--- src/rtl/bsi_pkg.sv ---
package bsi_pkg;

    localparam int FIELD_TIME_BITS = 48;
    localparam int FIELD_POS_BITS  = 6;
    localparam int TOL_BITS        = 8;
    localparam int CFG_INDEX_BITS  = 2;
    localparam int CFG_DATA_BITS   = 48;

    localparam logic [CFG_INDEX_BITS-1:0] CFG_MIN_GAP   = 2'd0;
    localparam logic [CFG_INDEX_BITS-1:0] CFG_TOLERANCE = 2'd1;

    typedef enum logic [2:0] {
        STATUS_INSERTED = 3'd0,
        STATUS_REPLACED = 3'd1,
        STATUS_SKIPPED  = 3'd2,
        STATUS_IGNORED  = 3'd3,
        STATUS_PAST     = 3'd4,
        STATUS_FULL     = 3'd5
    } t_status;

    typedef enum logic [1:0] {
        ST_IDLE,
        ST_COMPARE,
        ST_DECIDE
    } t_state;

    typedef struct packed {
        logic [FIELD_TIME_BITS-1:0] request_time;
        logic [FIELD_TIME_BITS-1:0] current_time;
    } t_request;

    typedef struct packed {
        t_status                   status;
        logic [FIELD_POS_BITS-1:0] position;
        logic [FIELD_POS_BITS-1:0] entry_count;
    } t_result;

    typedef struct packed {
        logic load;
        logic compare;
        logic decide;
    } t_ctrl;

endpackage

--- src/rtl/bsi_ctrl.sv ---
module bsi_ctrl (
    input  logic          i_clk,
    input  logic          i_rst_n,
    input  logic          start,
    output logic          busy,
    output bsi_pkg::t_ctrl o_ctrl,
    output logic          o_strobe
);
    import bsi_pkg::*;

    t_state r_state;
    t_state n_state;
    logic   r_strobe;

    always_ff @(posedge i_clk) begin
        if (!i_rst_n) begin
            r_state  <= ST_IDLE;
            r_strobe <= 1'b0;
        end else begin
            r_state  <= n_state;
            r_strobe <= o_ctrl.decide;
        end
    end

    always_comb begin
        n_state = r_state;
        o_ctrl  = '0;
        busy    = 1'b1;
        unique case (r_state)
            ST_IDLE: begin
                busy = 1'b0;
                if (start) begin
                    o_ctrl.load = 1'b1;
                    n_state     = ST_COMPARE;
                end
            end
            ST_COMPARE: begin
                o_ctrl.compare = 1'b1;
                n_state        = ST_DECIDE;
            end
            ST_DECIDE: begin
                o_ctrl.decide = 1'b1;
                n_state       = ST_IDLE;
            end
            default: begin
                n_state = ST_IDLE;
            end
        endcase
    end

    assign o_strobe = r_strobe;

endmodule

--- config.mk ---
export PLATFORM = sky130hd
export DESIGN_NAME = bsi_ctrl
export DESIGN_NICKNAME = d
export VERILOG_FILES = /design/src/rtl/bsi_pkg.sv /design/src/rtl/bsi_ctrl.sv
export SDC_FILE = /design/constraint.sdc
export NUM_CORES = 1
export LEC_CHECK = 0
export ABC_AREA = 1
export BUFFER_PORTS_ARGS = -buffer_cell sky130_fd_sc_hd__buf_2
export CAP_MARGIN = 25
export CORE_AREA = 2 2 39 41
export CTS_BUF_LIST = sky130_fd_sc_hd__clkbuf_4
export CTS_CLUSTER_DIAMETER = 120
export DETAILED_ROUTE_END_ITERATION = 8
export DIE_AREA = 0 0 41 43
export GPL_TIMING_DRIVEN = 0
export HOLD_SLACK_MARGIN = 0.03
export RECOVER_POWER = 25
export SLEW_MARGIN = 40
export SYNTH_ARGS = -nofsm -noshare
export SYNTH_HDL_FRONTEND = slang
export SYNTH_SLANG_ARGS = --single-unit
export TNS_END_PERCENT = 20
--- constraint.sdc ---
create_clock -name i_clk -period 0.9 [get_ports i_clk]
set_input_delay 0.09 -clock i_clk [delete_from_list [all_inputs] [get_ports i_clk]]
set_output_delay 0.09 -clock i_clk [all_outputs]
set_load 0.005 [all_outputs]
==> results of run 1 <==
metal layers:
| layer | track usage, % | part of all wire (%) | vias up |
|---|---|---|---|
| met5 | 0 | 0 | - |
| met4 | 8.00 | 0 | 0 |
| met3 | 1.57 | 7.0 | 0 |
| met2 | 4.69 | 58 | 4 |
| met1 | 3.85 | 35 | 54 |
| li1 | - | - | 67 |
state kept, by name (all words and copies together), names as in the netlist:
name / count
r_state: 2
o_strobe: 1
layout make-up:
cell class              count  area [sq um]  area share (%)
clock buffers               4          30.0            13.8
inverters                   5          18.8            8.62
multi-input cells           7          38.8            17.8
flip-flops and latches      3          67.6            31.0
well taps                  16          20.0            9.20
repair buffers              8          42.5            19.5
metrics by stage:
step / instances / hold WS [ps] / instance area [sq um] / TNS (ps)
CTS: 42 / 89.3 / 208 / -223
detailed placement: 39 / 347 / 170 / 0
global placement: 39 / 340 / 170 / 0
finish: 43 / 106 / 218 / -169
floorplan: 16 / 233 / 115 / 0
global route: 43 / 122 / 218 / -395
synthesized netlist by cell type, drive strengths merged:
library cell  instances  area share, %
nand2                 1            3.3
nor3                  2            8.7
inv                   5             16
nor2                  4             13
dfxtp                 3             52
buf                   1            6.5
cells by family after synthesis:
| kind of cell | after synthesis | share of synthesized area [%] |
|---|---|---|
| AND/OR/NAND/NOR | 7 | 25.0 |
| buffers and inverters | 6 | 22.8 |
| flip-flops | 3 | 52.2 |
power by group:
| group | switching (mW) | internal (mW) | total [mW] |
|---|---|---|---|
| logic | 0.0209 | 0.0248 | 0.0456 |
| registers | 0.00753 | 0.137 | 0.145 |
| clock network | 0.0648 | 0.196 | 0.261 |
| total | 0.0932 | 0.358 | 0.451 |
timing repair:
action | in CTS | in global routing
pin swaps | 2 | 3
cloned | 0 | 0
buffers inserted | 0 | 1
endpoints found under the setup margin | 4 | 4
gates resized for setup | 7 | 2
how the worst max path moves through the flow:
stage | endpoint | slack [ps] | start
final | o_ctrl[2] | -100 | r_state[0]
after global routing | o_ctrl[2] | -150 | r_state[0]
after CTS | o_ctrl[2] | -100 | r_state[1]
after detailed placement | o_ctrl[2] | 80 | r_state[0]
after global placement | o_ctrl[2] | 60 | r_state[0]
after floorplan | o_ctrl[1] | 240 | r_state[0]
critical path, delay by kind of cell, from the launching register on:
kind / cells / cell delay (ps)
buffers and inverters: 2 / 130
flip-flops: 1 / 350
AND/OR/NAND/NOR: 2 / 190
layout by cell type, fill, tap and decap left out, drive strengths merged:
cell,Yosys,layout
buf,1,8
nor3,2,2
inv,5,5
nor2,4,4
nand2,1,1
dfxtp,3,3
clkbuf,0,4
==> run summary, run 1 <==
The run finished, with violations left. The final reports fail on setup timing. Setup repair after global routing could not meet its margin everywhere. Counting cells, the worst reg-to-reg path comes to 4. In the finished design, the share of the clock period the worst path needs comes to 111%.

The mean post-synth cell area came out at 7.19 sq um. In this run the power density over the cells is 2070 nW/um^2. The count of antenna-violating nets left after detailed routing came out at 0.

The number of clock sinks came out at 3. The number of slew-limit violations in the final report was 0. CTS placed an instance of clkbuf_4 at the clock tree root. The maximum vdd ir drop came out at 221 uV.

The worst register-to-register path begins at r_state[0]. The routability congestion estimate is 0.521. The cell count after synthesis came out at 16.

At the end of the flow, the number of nets in the layout was 31. Relative to the synthesized area, the layout overhead comes to 89.1%. The post-DP HPWL is 200 microns. The signal on the critical path passes through nor2_4 > nand2_2 > inv_2 > buf_2. The headroom to the max-slew limit is 90.3%. The diode insertion count for antenna repair came out at 0.

The later pin in the worst-skew pair is clocked with a latency of 230 ps. The number of vias per cell is 2.91. The worst setup path is of the register to primary output kind. The width of the die is 41 microns.

Timing analysis after detailed placement gives a worst setup slack of 76.9 ps. After layout, the worst setup slack is -96.4 ps. The buffer depth of the longest clock path is 2.

After floorplanning, the core was sized to cover 1380 sq um. The hold violation total from the final report came out at 0. The worst hold path belongs to the class input port to register.

Buffers placed on the I/O ports in this run total 7. The post-layout total power is 0.451 mW. For this run, design rule violations remaining after detail routing come to 0.

The endpoint of the lowest-slack register-to-register path is r_state[0]. The time the worst path needs with I/O delays and setup is 996 ps. The portion of the post-synthesis area used by sequential elements is 52.2%. The mapped netlist covers 115 sq um. After clock tree synthesis, the clock-pin slew on the worst setup and hold paths is 40 ps. The post-detailed-routing wire length came out at 258 microns.

The overall fraction of global-route tracks in use came out at 4.21%. The number of synthesis warnings is 0. In the final layout, the share of cells above drive strength 1 is 66.7%.

Counting the fill cells in the layout gives 165. The standby leakage power came out at 0.120 nW. The kind of launch point of the worst setup path is a register. The number of global-route vias before repair is 125.

For hold timing, the worst endpoint is r_state[0]. Among all stages on the critical path, the largest delay is contributed by dfxtp_4. The CTS tree is yes.

The initial core utilization came out at 8.32%. The net count of the mapped netlist is 19. After detailed routing, the average wire length per cell comes to 6.00 microns. The floorplan die height came out at 43 microns. The violation count after the first detailed-routing iteration is 0.

The maximum clock skew at final layout came out at 1.01 ps. The signal arrival time at the worst endpoint came out at 910 ps. The highest achievable clock rate came out at 1000 MHz. The first-pass iteration count of the detailed router is 1. The first global-routing pass estimated 420 microns of wire. The number of buffers created by CTS came out at 3.

The count of state elements after synthesis is 3. The number of H-tree levels came out at 1. The biggest cell delay along the critical path is 350 ps. The post-layout utilization of the core is 15.7%. The initialized floorplan defines 14 standard-cell rows.

The total overflow left after global routing is 0. The largest fanout on the critical path is 4. The final setup violation count is 4. The hold buffer count at CTS came out at 0. The area enclosed by the die boundary is 1760 sq um. STA classifies the critical path endpoint as a primary output.

The slew of the pin with the lowest slew margin is 144 ps. The pin count of the biggest net entering global routing came out at 5. Pin placement for this block handled 8 I/O pins. The worst setup slack for register-to-register paths is 100 ps.

The vias after detailed routing came out at 125. The post-synthesis cell type count came out at 6. The critical path data required time came out at 810 ps.

The startpoint identified for the worst hold timing path is i_rst_n. The max-cap violation count came out at 0. Along the worst hold path, the cell count comes to 3. The number of antenna violations at the first check in global routing came to 0.
Power figures use the tool's default switching activity.
==> inputs of run 2 (changes only) <==
Settings changed: CTS_BUF_LIST sky130_fd_sc_hd__clkbuf_4 to sky130_fd_sc_hd__clkbuf_4 sky130_fd_sc_hd__clkbuf_8, SETUP_SLACK_MARGIN set to 0.2.
==> run 2 against run 1 <==
Net effect:
- the flow still finishes with violations (setup timing)
- core utilization up 0.54 points
- fmax increased by 0.27%
- clock-buffer cell count unchanged
- largest cell class unchanged
- largest power group unchanged
- worst hold slack worse by 13 ps
- register-to-register slack about the same
==> run summary, run 2 (synthesis gave the netlist of run 1 again) <==
The run finished, with violations left. The final reports fail on setup timing. The total negative setup slack came to -251 ps (-82.3 ps). The standby leakage power is 0.125 nW (+4.2%). The hold violation total from the final report is 0 (unchanged). The buffer depth of the longest clock path is 2 (unchanged). The width of the die is 41 microns (unchanged). The endpoint identified for the worst register-to-register timing path is r_state[0].

The worst setup slack for register-to-register paths came out at 90 ps (about the same). The I/O pin count is 8 (unchanged). The worst setup path is of the register to primary output kind. Leaving out fill and tap cells, the most frequent cells in the layout are 7 x buf_2, 4 x clkbuf_4, 3 x nor2_1, 3 x inv_1.

The startpoint of the tightest hold check path is i_rst_n. TritonCTS built the clock tree. The number of slew-limit violations in the final report is 0 (unchanged). The number of vias per cell is 2.89 (-0.71%). The number of buffers created by CTS is 3 (unchanged).

The worst hold endpoint is r_state[0]. The initial core utilization is 8.32% (unchanged). The average routed wire per standard cell came to 5.95 microns (-0.76%). The insertion delay to the later sink of the worst-skew pair is 230 ps (about the same). The wire length of the first global-routing pass is 420 microns (unchanged).

The startpoint identified for the worst register-to-register timing path is r_state[0]. Signal routing reaches up to met3. The post-DP HPWL was 200 microns (unchanged). The critical path data required time came out at 810 ps (about the same). The signal arrival time at the worst endpoint was 900 ps (about the same).

The number of cells on the worst reg-to-reg path came to 4 (unchanged). The first-pass iteration count of the detailed router came to 1 (unchanged). The final setup violation count is 4 (unchanged). The violation count after the first detailed-routing iteration came out at 0 (unchanged). The area added between synthesis and finish is 95.7%. The post-detailed-routing wire length was 262 microns (+1.6%). The time the worst path needs with I/O delays and setup came to 994 ps (-2.65 ps).

The biggest cell delay along the critical path is 350 ps (about the same). The clock edge transition at the registers on the reported setup and hold paths is 40 ps (about the same). The count of port buffers added during placement is 7 (unchanged). The number of remaining DRC errors came out at 0 (unchanged).

The routed wire length on met2 was 151 microns (+1.3%). The number of placement rows is 14 (unchanged). The area enclosed by the die boundary is 1760 sq um (unchanged). The overall fraction of global-route tracks in use is 4.21% (unchanged). The number of antenna violations at the first check in global routing was 0 (unchanged).

The least setup slack across all paths after layout is -93.7 ps (+2.65 ps). The slew of the pin with the lowest slew margin came out at 144 ps (-0.0391 ps). The diode insertion count for antenna repair is 0 (unchanged). The pin count of the biggest net entering global routing was 5 (unchanged).

The standard cell with the maximum stage delay on the critical path is dfxtp_4. The count of antenna-violating nets left after detailed routing is 0 (unchanged). The overflow left after global routing came out at 0 (unchanged). The wire length the detailed router placed on met1 is 92 microns (+2.2%). The kind of end point of the critical path is a primary output. The pre-CTS worst setup slack came out at 76.9 ps (unchanged). The power density of the placed cells is 2020 nW/um^2 (-2.5%).

The headroom to the max-slew limit was 90.3% (about the same). The final-layout fill cell count came out at 165 (unchanged). Setup repair after global routing could not meet its margin everywhere.

The fraction of the cycle the final worst path needs is 110% (-0.29 points). The hold buffer count at CTS came out at 0 (unchanged). The core footprint is 1380 sq um (unchanged).

Walking the worst path, the cells encountered are nor2_4 > nand2_2 > inv_2 > buf_2. The number of flip-flops under the largest register name came out at 2 (unchanged). The net total in the final layout came to 32 (+3.2%). The share of cells above drive strength 1 is 67.9% (+1.2 points). The depth of the worst hold-timing path came to 3 (unchanged). The number of clock sinks came out at 3 (unchanged). The min-delay analysis places its worst path in the category input port to register. The number of global-route vias before repair came to 125 (unchanged). The register with the most flip-flops in the final layout is r_state. STA classifies the critical path startpoint as a register.

The leading cell type in the layout, fill and taps excluded is buf_2. The routability congestion estimate was 0.521 (unchanged). The highest achievable clock rate came out at 1010 MHz (+0.27%). The max-cap violation count is 0 (unchanged). The floorplan die height came to 43 microns (unchanged). The detailed route wirelength on metal3 is 18 microns (unchanged). The cell sitting at the root of the clock tree is a clkbuf_4. The number of H-tree levels came to 1 (unchanged). The vias after detailed routing came out at 127 (+1.6%). The maximum vdd ir drop came out at 221 uV (+0.18%). The maximum clock skew at final layout is 1.01 ps (+0.000170 ps).

The largest fanout on the critical path came to 4 (unchanged). The worst hold-check slack is 93.1 ps (-12.8 ps).
run 2: cell count changes in the layout (fill, tap and decap cells not counted):
cell / before / now
buf_4: 1 / 2
run 2: metrics by stage:
| step | cell area, sq um | power, mW | cells | util, % |
|---|---|---|---|---|
| final | 225 | 0.455 | 44 | 16.3 |
| after global routing | 225 | 0.497 | 44 | 16.3 |
| after CTS | 215 | 0.464 | 43 | 15.6 |
| after detailed placement | 170 | 0.186 | 39 | 12.3 |
| after global placement | 170 | 0.186 | 39 | 12.3 |
| after floorplan | 115 | 0.166 | 16 | - |
run 2: worst max-delay path by stage:
stage                          start        end  slack, ps  cells after the start
after floorplan           r_state[0]  o_ctrl[1]        240                      3
after global placement    r_state[0]  o_ctrl[2]         60                      4
after detailed placement  r_state[0]  o_ctrl[2]         80                      4
after CTS                 r_state[0]  o_ctrl[1]       -100                      4
after global routing      r_state[0]  o_ctrl[2]       -150                      4
final                     r_state[0]  o_ctrl[2]        -90                      4
run 2: metal layers:
metal / track usage, % / vias up
met2: 4.69 / 4
met5: 0 / -
met1: 3.85 / 54
met4: 8.00 / 0
li1: - / 69
met3: 1.57 / 0
run 2: repair_timing:
item / 4_1_cts / 5_1_grt
resized for setup: 7 / 2
pin swaps: 1 / 3
setup endpoints to repair: 6 / 7
setup buffers: 0 / 1
run 2: cell type report:
class	instances	area [sq um]	share of cell area, %
inverters	5	18.8	8.33
repair buffers	8	42.5	18.9
well taps	16	20.0	8.89
clock buffers	4	30.0	13.3
plain buffers	1	7.51	3.33
multi-input cells	7	38.8	17.2
flip-flops and latches	3	67.6	30.0
run 2: worst max-delay path, delay by kind of cell (launching register included):
| family | cells | cell delay [ps] |
|---|---|---|
| flops | 1 | 350 |
| buf+inv | 2 | 130 |
| simple gates | 2 | 190 |
run 2: where the power goes:
part | internal, mW | switching (mW) | total [mW]
combinational | 0.0280 | 0.0213 | 0.0493
clock | 0.196 | 0.0648 | 0.261
sequential | 0.137 | 0.00754 | 0.145
==> inputs of run 3 (changes only) <==
Settings changed: CTS_BUF_LIST sky130_fd_sc_hd__clkbuf_4 sky130_fd_sc_hd__clkbuf_8 to not set.
==> run 3 against run 2 <==
Net effect:
- the flow still finishes with violations (setup timing)
- non-clock buffer count did not move
- final cell count did not move
- sequential cell count did not move
- worst hold slack better by 1.9 ps
- combinational power about the same
- wire length up 0.76%
- clock skew hardly changed
- largest power group unchanged
==> run summary, run 3 (synthesis gave the netlist of run 1 again) <==
The run finished, with violations left. The final reports fail on setup timing. The biggest cell delay along the critical path came out at 350 ps (about the same).

The post-detailed-routing wire length came to 264 microns (+0.76%). The pin count of the biggest net entering global routing is 5 (unchanged). The number of antenna violations at the first check in global routing was 0 (unchanged). The post-DP HPWL came out at 200 microns (unchanged).

The first-pass iteration count of the detailed router came out at 1 (unchanged). Grouping stages by cell kind, the critical path spends the most delay in flip-flops. The buffer depth of the longest clock path is 2 (unchanged). The critical path class is register to primary output. The diode insertion count for antenna repair came to 0 (unchanged). The maximum clock skew at final layout came out at 0.998 ps (-0.0168 ps). The least setup slack across all paths after layout is -94.3 ps (-0.586 ps).

The max-cap violation count is 0 (unchanged). The CTS tree is yes. The I/O pin count is 8 (unchanged).

The average routed wire per standard cell came out at 6.00 microns (+0.76%). The width of the die is 41 microns (unchanged). In this run the clock root is driven by a clkbuf_4. The area enclosed by the die boundary is 1760 sq um (unchanged). The headroom to the max-slew limit came out at 90.3% (unchanged). The initial core utilization came out at 8.32% (unchanged).

The maximum vdd ir drop was 238 uV (+7.5%). The startpoint of the tightest hold check path is i_rst_n. The net total in the final layout is 32 (unchanged). The final-layout fill cell count is 165 (unchanged). The signal arrival time at the worst endpoint came out at 900 ps (about the same).

The vias after detailed routing is 129 (+1.6%). The number of buffers created by CTS is 3 (unchanged). The count of port buffers added during placement came out at 7 (unchanged). In the layout the commonest cells are 7 x buf_2, 3 x nor2_1, 3 x inv_1, 3 x clkbuf_4. The wire length of the first global-routing pass came out at 407 microns (-3.1%). The share of cells above drive strength 1 is 64.3% (-3.6 points).

The overall fraction of global-route tracks in use is 4.11% (-0.10 points). The time the worst path needs with I/O delays and setup is 994 ps (+0.586 ps). The number of remaining DRC errors came to 0 (unchanged). The worst register-to-register path begins at r_state[0]. The total placed instance area was 170 sq um (unchanged). The kind of launch point of the worst setup path is a register. The fraction of the cycle the final worst path needs was 110% (about the same). The standby leakage power is 0.122 nW (-2.7%).

Setup repair after global routing could not meet its margin everywhere. The hold violation total from the final report came out at 0 (unchanged). The number of H-tree levels came out at 1 (unchanged).

The power density of the placed cells is 1920 nW/um^2 (-5.0%). The insertion delay to the later sink of the worst-skew pair came out at 230 ps (about the same). The largest fanout on the critical path came out at 4 (unchanged). The buffering stage count on the worst path with inverters included is 2 (unchanged). The area added between synthesis and finish came out at 92.4%. STA classifies the critical path endpoint as a primary output. The hold buffer count at CTS is 0 (unchanged). The critical path data required time is 810 ps (about the same).

The pre-CTS worst setup slack is 76.9 ps (unchanged). The number of slew-limit violations in the final report came out at 0 (unchanged). The number of clock sinks came to 3 (unchanged). The count of antenna-violating nets left after detailed routing came to 0 (unchanged). The area used by sequential logic in the layout came out at 67.6 sq um (unchanged). The final cell area excluding filler cells is 221 sq um (-1.7%). The slew of the pin with the lowest slew margin is 144 ps (unchanged). r_state holds more flip-flops than any other register. The highest achievable clock rate came out at 1010 MHz (about the same). The final setup violation count came out at 4 (unchanged). Tracing the worst setup path back leads to its startpoint at r_state[0].

The number of placement rows is 14 (unchanged). The worst hold-check slack came out at 95.0 ps (+1.88 ps). The critical path goes through nor2_4 > nand2_2 > inv_2 > buf_2.

The min-delay analysis places its worst path in the category input port to register. The core footprint is 1380 sq um (unchanged). The overflow left after global routing is 0 (unchanged). The number of vias per cell came to 2.93 (+1.6%).

The area of the multi-input gates is 38.8 sq um (unchanged). The post-layout utilization of the core was 16.0% (-0.27 points). The floorplan die height is 43 microns (unchanged). The number of flip-flops under the largest register name came out at 2 (unchanged).

The violation count after the first detailed-routing iteration is 0 (unchanged). The routability congestion estimate is 0.521 (unchanged). On the critical path, the stage with the largest delay is an instance of dfxtp_4.

Leaving out fill and tap cells, the most frequent cell in the layout is buf_2. The number of global-route vias before repair was 124 (-0.80%). The clock edge transition at the registers on the reported setup and hold paths is 40 ps (about the same).
[run 3: cell counts in the layout (fill, tap and decap cells not counted)]
No cell type changed its count.
[run 3: per-layer routing]
metal	vias to the layer above	track usage, %	share of wire [%]
li1	70	-	-
met1	55	3.53	37
met2	4	4.69	56
met3	0	1.57	6.8
met4	0	8.00	0
met5	-	0	0
[run 3: worst register-to-register path, cell delays in order, from the launching register on]
cell and delay [ps]:
dfxtp_4 350, nor2_4 120, nand2_2 70, buf_4 130, nor2_1 80
[run 3: metrics by stage]
step,instances,setup TNS (ps),power (mW)
floorplan,16,0,0.166
global placement,39,0,0.186
detailed placement,39,0,0.186
CTS,43,-287,0.433
global route,44,-483,0.463
finish,44,-253,0.425
[run 3: area by class of cell]
class	count	share of cell area (%)
multi-input cells	7	17.5
clock buffers	4	11.9
flip-flops and latches	3	30.5
repair buffers	8	19.2
well taps	16	9.04
inverters	5	8.47
plain buffers	1	3.39
[run 3: repair_timing]
item | 4_1_cts | 5_1_grt
resized for setup | 7 | 2
setup endpoints to repair | 6 | 7
setup buffers | 0 | 1
pin swaps | 1 | 3
hold endpoints to repair | 0 | 0
[run 3: worst paths after layout]
kind | slack (ps) | to | depth (start not counted)
hold reg to reg | 450 | r_state[1] | 1
setup / recovery | -90 | o_ctrl[2] | 4
setup reg to reg | 80 | r_state[0] | 4
hold / removal | 90 | r_state[0] | 3
[run 3: power by group]
part	internal (mW)	switching [mW]	total [mW]
logic	0.0280	0.0214	0.0494
registers	0.137	0.00754	0.145
clock network	0.166	0.0649	0.231
total	0.331	0.0938	0.425
